## src/hw/rtl/slcan_pkg.sv

```systemverilog
package slcan_pkg;

  // identifier split defaults
  localparam int DEF_PRIORITY_BITS = 1;
  localparam int DEF_TYPE_BITS     = 8;
  localparam int DEF_RESERVED_BITS = 2;
  localparam int DEF_DEST_BITS     = 9;
  localparam int DEF_SOURCE_BITS   = 9;
  localparam int DEF_MAX_LINE      = 27;

  localparam logic [7:0] CHAR_CR   = 8'd13;
  localparam logic [7:0] CHAR_BELL = 8'd7;
  localparam logic [7:0] CHAR_T    = 8'h54;
  localparam logic [7:0] CHAR_0    = 8'h30;
  localparam logic [7:0] CHAR_8    = 8'h38;

  localparam logic [4:0] COUNT_MAX = 5'd31;

  localparam int PRIO_W  = 1;
  localparam int TYPE_W  = 8;
  localparam int DEST_W  = 9;
  localparam int SRC_W   = 9;
  localparam int LEN_W   = 4;
  localparam int DATA_W  = 64;
  localparam int FIELDS_W = PRIO_W + TYPE_W + DEST_W + SRC_W + LEN_W + DATA_W;
  localparam int TDATA_W  = ((FIELDS_W + 7) / 8) * 8;

  typedef enum logic [1:0] {
    KIND_ACK    = 2'd0,
    KIND_FRAME  = 2'd1,
    KIND_REJECT = 2'd2
  } line_kind_t;

  typedef struct packed {
    line_kind_t          kind;
    logic [PRIO_W-1:0]   priority_res;
    logic [TYPE_W-1:0]   msg_type;
    logic [DEST_W-1:0]   destination;
    logic [SRC_W-1:0]    source;
    logic [LEN_W-1:0]    data_len;
    logic [DATA_W-1:0]   data_bytes;
  } result_t;

  // bit 4 set when the character is not a hex digit
  function automatic logic [4:0] hex_value(input logic [7:0] c);
    logic [4:0] v;
    v = 5'h10;
    if (c >= 8'h30 && c <= 8'h39) v = {1'b0, 4'(c - 8'h30)};
    else if (c >= 8'h41 && c <= 8'h46) v = {1'b0, 4'(c - 8'h37)};
    else if (c >= 8'h61 && c <= 8'h66) v = {1'b0, 4'(c - 8'h57)};
    return v;
  endfunction

endpackage

```

## src/hw/rtl/slcan_line_receiver_top.sv

```systemverilog
// slcan line receiver: one ascii character per transaction on s_axis
// throughput: one character per cycle while the skid register is empty, a terminator gives one result transaction
// latency: a result is on m_axis the cycle after its terminator when the result register is free
// a skid register behind the result register holds one more result; input stalls only while both are full
// reset: synchronous, clears the line state and both output entries
module slcan_line_receiver_top #(
  parameter int PRIORITY_BITS = slcan_pkg::DEF_PRIORITY_BITS,
  parameter int TYPE_BITS     = slcan_pkg::DEF_TYPE_BITS,
  parameter int RESERVED_BITS = slcan_pkg::DEF_RESERVED_BITS,
  parameter int DEST_BITS     = slcan_pkg::DEF_DEST_BITS,
  parameter int SOURCE_BITS   = slcan_pkg::DEF_SOURCE_BITS,
  parameter int MAX_LINE      = slcan_pkg::DEF_MAX_LINE
) (
  input  logic                             clk,
  input  logic                             rst,
  input  logic                             s_axis_tvalid,
  output logic                             s_axis_tready,
  input  logic [7:0]                       s_axis_tdata,   // rx_byte
  output logic                             m_axis_tvalid,
  input  logic                             m_axis_tready,
  // priority_res, msg_type, destination, source, data_len, data_bytes, zero pad
  output logic [slcan_pkg::TDATA_W-1:0]    m_axis_tdata,
  output logic [1:0]                       m_axis_tuser    // line_kind
);
  import slcan_pkg::*;

  localparam int ShDest = SOURCE_BITS;
  localparam int ShType = SOURCE_BITS + DEST_BITS + RESERVED_BITS;
  localparam int ShPrio = ShType + TYPE_BITS;
  localparam logic [63:0] PrioMask = (64'd1 << PRIORITY_BITS) - 64'd1;
  localparam logic [63:0] TypeMask = (64'd1 << TYPE_BITS) - 64'd1;
  localparam logic [63:0] DestMask = (64'd1 << DEST_BITS) - 64'd1;
  localparam logic [63:0] SrcMask  = (64'd1 << SOURCE_BITS) - 64'd1;

  // line state
  logic [4:0]  char_count;
  logic [7:0]  command_char;
  logic [31:0] id_accum;
  logic [3:0]  length_digit;
  logic [63:0] payload_shift;
  logic        bad_line;

  logic [4:0]  char_count_next;
  logic [7:0]  command_char_next;
  logic [31:0] id_accum_next;
  logic [3:0]  length_digit_next;
  logic [63:0] payload_shift_next;
  logic        bad_line_next;

  // output entries
  logic    out_valid;
  logic    skid_valid;
  result_t out_res;
  result_t skid_res;
  result_t new_res;

  logic       in_take;
  logic       out_take;
  logic       is_term;
  logic       term_take;
  logic [7:0] c;
  logic [4:0] hv;
  logic [4:0] pos_off;
  logic [3:0] pair_idx;
  logic [3:0] nib_idx;
  logic [5:0] expect_count;
  logic       frame_ok;
  logic [63:0] id_wide;

  assign c         = s_axis_tdata;
  assign hv        = hex_value(c);
  assign is_term   = (c == CHAR_CR) || (c == CHAR_BELL);
  assign s_axis_tready = !skid_valid;
  assign in_take   = s_axis_tvalid && s_axis_tready;
  assign term_take = in_take && is_term;
  assign out_take  = out_valid && m_axis_tready;

  assign pos_off  = char_count - 5'd10;
  assign pair_idx = pos_off[4:1];
  // even offset is the high nibble of the byte
  assign nib_idx  = {pair_idx[2:0], ~pos_off[0]};

  always_comb begin
    char_count_next    = char_count;
    command_char_next  = command_char;
    id_accum_next      = id_accum;
    length_digit_next  = length_digit;
    payload_shift_next = payload_shift;
    bad_line_next      = bad_line;
    if (is_term) begin
      char_count_next    = '0;
      command_char_next  = '0;
      id_accum_next      = '0;
      length_digit_next  = '0;
      payload_shift_next = '0;
      bad_line_next      = 1'b0;
    end else begin
      if (char_count == 5'd0) begin
        command_char_next = c;
      end else if (char_count <= 5'd8) begin
        if (hv[4]) bad_line_next = 1'b1;
        else id_accum_next = {id_accum[27:0], hv[3:0]};
      end else if (char_count == 5'd9) begin
        if (c >= CHAR_0 && c <= CHAR_8) length_digit_next = 4'(c - CHAR_0);
        else bad_line_next = 1'b1;
      end else begin
        if (hv[4] || pair_idx >= 4'd8) bad_line_next = 1'b1;
        else payload_shift_next = payload_shift | (64'(hv[3:0]) << {nib_idx, 2'b00});
      end
      if (char_count < COUNT_MAX) char_count_next = char_count + 5'd1;
    end
  end

  assign id_wide      = {32'd0, id_accum};
  assign expect_count = 6'd10 + {1'b0, length_digit, 1'b0};
  assign frame_ok = !bad_line && (command_char == CHAR_T) &&
                    ({1'b0, char_count} == expect_count) &&
                    ({1'b0, char_count} < 6'(MAX_LINE));

  always_comb begin
    new_res = '0;
    if (char_count == 5'd0) begin
      new_res.kind = KIND_ACK;
    end else if (frame_ok) begin
      new_res.kind         = KIND_FRAME;
      new_res.priority_res = PRIO_W'((id_wide >> ShPrio) & PrioMask);
      new_res.msg_type     = TYPE_W'((id_wide >> ShType) & TypeMask);
      new_res.destination  = DEST_W'((id_wide >> ShDest) & DestMask);
      new_res.source       = SRC_W'(id_wide & SrcMask);
      new_res.data_len     = length_digit;
      new_res.data_bytes   = payload_shift;
    end else begin
      new_res.kind = KIND_REJECT;
    end
  end

  always_ff @(posedge clk) begin
    if (rst) begin
      char_count    <= '0;
      command_char  <= '0;
      id_accum      <= '0;
      length_digit  <= '0;
      payload_shift <= '0;
      bad_line      <= 1'b0;
    end else if (in_take) begin
      char_count    <= char_count_next;
      command_char  <= command_char_next;
      id_accum      <= id_accum_next;
      length_digit  <= length_digit_next;
      payload_shift <= payload_shift_next;
      bad_line      <= bad_line_next;
    end
  end

  always_ff @(posedge clk) begin
    if (rst) begin
      out_valid  <= 1'b0;
      skid_valid <= 1'b0;
    end else if (skid_valid) begin
      if (out_take) skid_valid <= 1'b0;
    end else if (term_take) begin
      if (out_valid && !out_take) skid_valid <= 1'b1;
      out_valid <= 1'b1;
    end else if (out_take) begin
      out_valid <= 1'b0;
    end
  end

  always_ff @(posedge clk) begin
    if (skid_valid) begin
      if (out_take) out_res <= skid_res;
    end else if (term_take) begin
      if (!out_valid || out_take) out_res <= new_res;
      else skid_res <= new_res;
    end
  end

  assign m_axis_tvalid = out_valid;
  assign m_axis_tuser  = out_res.kind;
  assign m_axis_tdata  = TDATA_W'({out_res.data_bytes, out_res.data_len, out_res.source,
                                   out_res.destination, out_res.msg_type,
                                   out_res.priority_res});

endmodule

```

## config.mk

```make
export PLATFORM = sky130hd
export DESIGN_NAME = slcan_line_receiver_top
export DESIGN_NICKNAME = d
export VERILOG_FILES = /design/src/hw/rtl/slcan_pkg.sv /design/src/hw/rtl/slcan_line_receiver_top.sv
export SDC_FILE = /design/constraint.sdc
export NUM_CORES = 1
export LEC_CHECK = 0
export ABC_AREA = 0
export BUFFER_PORTS_ARGS = -buffer_cell sky130_fd_sc_hd__buf_2
export CORE_ASPECT_RATIO = 0.7
export CORE_UTILIZATION = 53
export CTS_CLUSTER_DIAMETER = 100
export DETAILED_ROUTE_END_ITERATION = 10
export MAX_ROUTING_LAYER = met4
export PLACE_DENSITY = 0.75
export SKIP_CTS_REPAIR_TIMING = 1
export SLEW_MARGIN = 20
export SYNTH_ARGS = -nofsm -noshare
export SYNTH_HDL_FRONTEND = slang
export SYNTH_SLANG_ARGS = --single-unit
```

## constraint.sdc

```tcl
create_clock -name clk -period 6.85 [get_ports clk]
set_input_delay 1.0275 -clock clk [delete_from_list [all_inputs] [get_ports clk]]
set_output_delay 1.0275 -clock clk [all_outputs]
set_load 0.03 [all_outputs]
```

==> summary.txt <==
Power and ir drop
  • Power per cell area: around 260 mW/mm2
  • Total power: about 3500 uW
  • Lkg Pwr: 0.005110 uW
  • Maximum VDD drop: 0.1755 mV

Synthesis
  • Top_reg_cell synth: edfxtp_1
  • Post-synth top cells: edfxtp_1 (194), a22o_1 (147), dfxtp_1 (113)
  • Multiplexer share of the synthesized area: less than 1%
  • Compound-Gate Fraction of Synth Area: around 17%
  • Yosys cell types: 60
  • Synth area leaders: edfxtp_1 (48%), dfxtp_1 (19%), a22o_1 (11%)
  • Simple-Gate Fraction of Synth Area: 10.49%
  • Post-synth EDFFs: about 190
  • Largest family of logic cells by synthesized area: compound AO/OA/AOI/OAI gates
  • Sequential-to-total area share from yosys stat: between 60% and 70%
  • Async SR Flop Fraction: 0%
  • Seq cells post-synth: approximately 310
  • Mapped Area: about 0.012 mm2
  • Yosys top cell by area: edfxtp_1
  • Top-area cell type share of the netlist area: between 40% and 50%
  • Post-Syn Area per Cell: ~14 um2
  • YS warnings: 0
  • Post-Syn Nets: about 900
  • Synth Instances: a little under 900
  • XOR/XNOR Fraction of Synth Area: less than 1%
  • Synthesized-area fraction occupied by adder cells: 1.142%
  • Most common cell in the netlist: edfxtp_1

Worst setup path
  • CP max-delay cell: buf_4
  • Kind of critical path: reg2reg
  • Worst path cell trace: inv_1 -> ha_1 -> or4b_2 -> nand4_1 -> or4_1 -> a21oi_4 -> buf_4 -> a22o_1
  • Crit path capture type: flop
  • Reg2Reg Depth: 8
  • CP max FO: 70
  • Critical path data arrival time: about 4400 ps
  • FF-to-FF Start: char_count[0]$_SDFFE_PP0P_
  • CP peak stage delay: slightly below 800 ps
  • WP buf/inv: 2
  • Cell class contributing the biggest share of worst-path delay: buffers and inverters
  • CP Launch Type: flop
  • FF-to-FF End: m_axis_tdata[15]$_DFFE_PP_
  • Reg2reg setup slack: roughly 2900 ps
  • Critical path data required time: 7230 ps

Outcome
  • Status: complete, no violations

Floorplan
  • Core area: 0.02196 mm2
  • Initial core utilization: between 50% and 60%
  • IO Count: ~110
  • Site Rows: 45
  • DIE WIDTH: ~180 um
  • Die Y: ~130 um
  • Die Area: between 0.02 and 0.025 mm2

Drt
  • Routed vias/inst: slightly above 6
  • First-pass DRT Iterations: 5
  • Starting DRT DRC Count: 591
  • DRC: 0
  • Routed wire length per instance: roughly 20 um
  • Antenna violation net count after detailed routing: 0
  • Total number of vias: between 7000 and 8000
  • Wirelength, routed: around 25000 um

Place
  • GPL Wtd Cong: between 0.9 and 1
  • Port Buffers: 110
  • Post-DP HPWL: 15570 um

Clocking
  • CTS Buf Count: 27
  • Worst skew pair latency: 530 ps
  • Root Buffer: clkbuf_16
  • Bufs on Longest Clock Path: 3
  • Clock sinks: 307
  • H-Tree Depth: 1
  • CTS tree: done
  • CTS clk-pin slew, worst paths: about 70 ps

STA
  • Setup repair after global routing missed its margin: no
  • Final period util: between 50 and 60%
  • Worst Tran Pin Value: about 1100 ps
  • Clk_skew: approximately 12 ps
  • Final min period: between 3000 and 4000 ps
  • Hold Slack: approximately 480 ps
  • Pins Over Slew Limit: 0
  • Final Hold Violating Endpoints: 0
  • Max-slew headroom: ~28%
  • Fmax: 0.2514 GHz
  • Setup TNS: 0 ps
  • Setup-failing EPs final: 0

Layout
  • Number of nets in the layout: just under 1000
  • Layout area overhead: 12.88%
  • Share of layout cells above drive strength 1: 18.14%
  • # fillers: between 1500 and 2000
  • N_diodes: 0

Min path
  • Hold path cells: 2
  • Hold EP: payload_shift[21]$_SDFFE_PP0P_
  • Worst hold path class: reg2reg
  • Hold path start: payload_shift[21]$_SDFFE_PP0P_

GRT
  • First-pass GRT wire length: 39660 um
  • Gr ovfl total: 0
  • Initial antenna violation count: 0
  • GRT Util Overall: between 20% and 30%
  • Largest net degree at the start of global routing: 87
  • Number of global-route vias before repair: just under 7000

Run
  • Max-cap violations: 0
## kinds of logic after synthesis
family | after synthesis
xor+xnor | 8
mux | 6
compound gates | 254
fa+ha+maj | 11
buf+inv | 75
flops | 307
other cells | 1
simple gates | 217
## cell type report
type | instances | area, um2 | share of cell area, %
tap | 282 | 352.8 | 2.595
clock inverter | 14 | 126.4 | 0.9292
sequential | 307 | 8092 | 59.50
clock buffer | 35 | 725.7 | 5.336
timing repair buffer | 119 | 618.1 | 4.545
multi-input combinational | 497 | 3651 | 26.85
inverter | 9 | 33.78 | 0.2484
## stage by stage
| stage | instances | utilization [%] | setup WS, ps | instance area [um2] |
|---|---|---|---|---|
| 2_1_floorplan | 879 | - | 1867 | 12050 |
| 5_1_grt | 1263 | 61.93 | 2680 | 13600 |
| 3_3_place_gp | 1214 | 58.05 | 2802 | 12750 |
| 6_report | 1263 | 61.93 | 2872 | 13600 |
| 3_5_place_dp | 1214 | 58.05 | 2741 | 12750 |
| 4_1_cts | 1263 | 61.93 | 2954 | 13600 |
## metal layers
| layer | up-vias | routed length, um | share of wire [%] | track usage [%] |
|---|---|---|---|---|
| met5 | - | 0 | 0 | - |
| met4 | 0 | 401 | 1.6 | 4.597 |
| met3 | 31 | 1579 | 6.3 | 2.869 |
| met2 | 283 | 10650 | 42 | 30.52 |
| met1 | 3783 | 12560 | 50 | 35.28 |
| li1 | 3541 | - | - | - |
## power breakdown
part / leakage, uW / internal (uW) / switching [uW]
Sequential: 0.00290 / 1950 / 6.71
Combinational: 0.00179 / 25.7 / 62.3
Clock: 0.000421 / 825 / 652
## cells in the final DEF (no fill, tap or decap), types with 9 or more instances in the layout
cell	synthesis	final
edfxtp_1	194	194
a22o_1	147	147
dfxtp_1	113	112
buf_2	12	110
and2_1	99	99
nand2_1	28	28
o21ai_0	27	27
clkbuf_16	0	27
a32o_1	25	25
nor2_1	20	20
a21oi_1	20	18
ha_1	11	11
nand2b_1	10	10
nand3_1	10	10
inv_1	9	9
nand4_1	9	9
buf_4	9	9
## sequential cells by signal, indices dropped and copies added (netlist names)
signal	count
m_axis_tvalid	1
char_count	5
skid_res	97
command_char	8
skid_valid	1
m_axis_tdata	95
bad_line	1
payload_shift	64
id_accum	29
m_axis_tuser	2
length_digit	4
## worst max-delay path by stage
| stage | endpoint | from | slack, ps | depth (start not counted) |
|---|---|---|---|---|
| detailed placement | skid_res[50]$_DFFE_PP_ | s_axis_tdata[6] | 2740 | 5 |
| global route | m_axis_tdata[5]$_DFFE_PP_ | char_count[0]$_SDFFE_PP0P_ | 2680 | 8 |
| CTS | m_axis_tdata[15]$_DFFE_PP_ | char_count[0]$_SDFFE_PP0P_ | 2950 | 8 |
| global placement | skid_res[50]$_DFFE_PP_ | s_axis_tdata[6] | 2800 | 5 |
| floorplan | m_axis_tdata[0]$_DFFE_PP_ | s_axis_tdata[6] | 1870 | 3 |
| finish | m_axis_tdata[15]$_DFFE_PP_ | char_count[0]$_SDFFE_PP0P_ | 2870 | 8 |
## worst reg2reg max path: stages (launching register included)
cell     delay (ps)
dfxtp_1         700
inv_1           270
ha_1            280
or4b_2          250
nand4_1          90
or4_1           460
a21oi_4         650
buf_4           770
a22o_1          350
No activity file was read; power rests on OpenSTA's default activity.
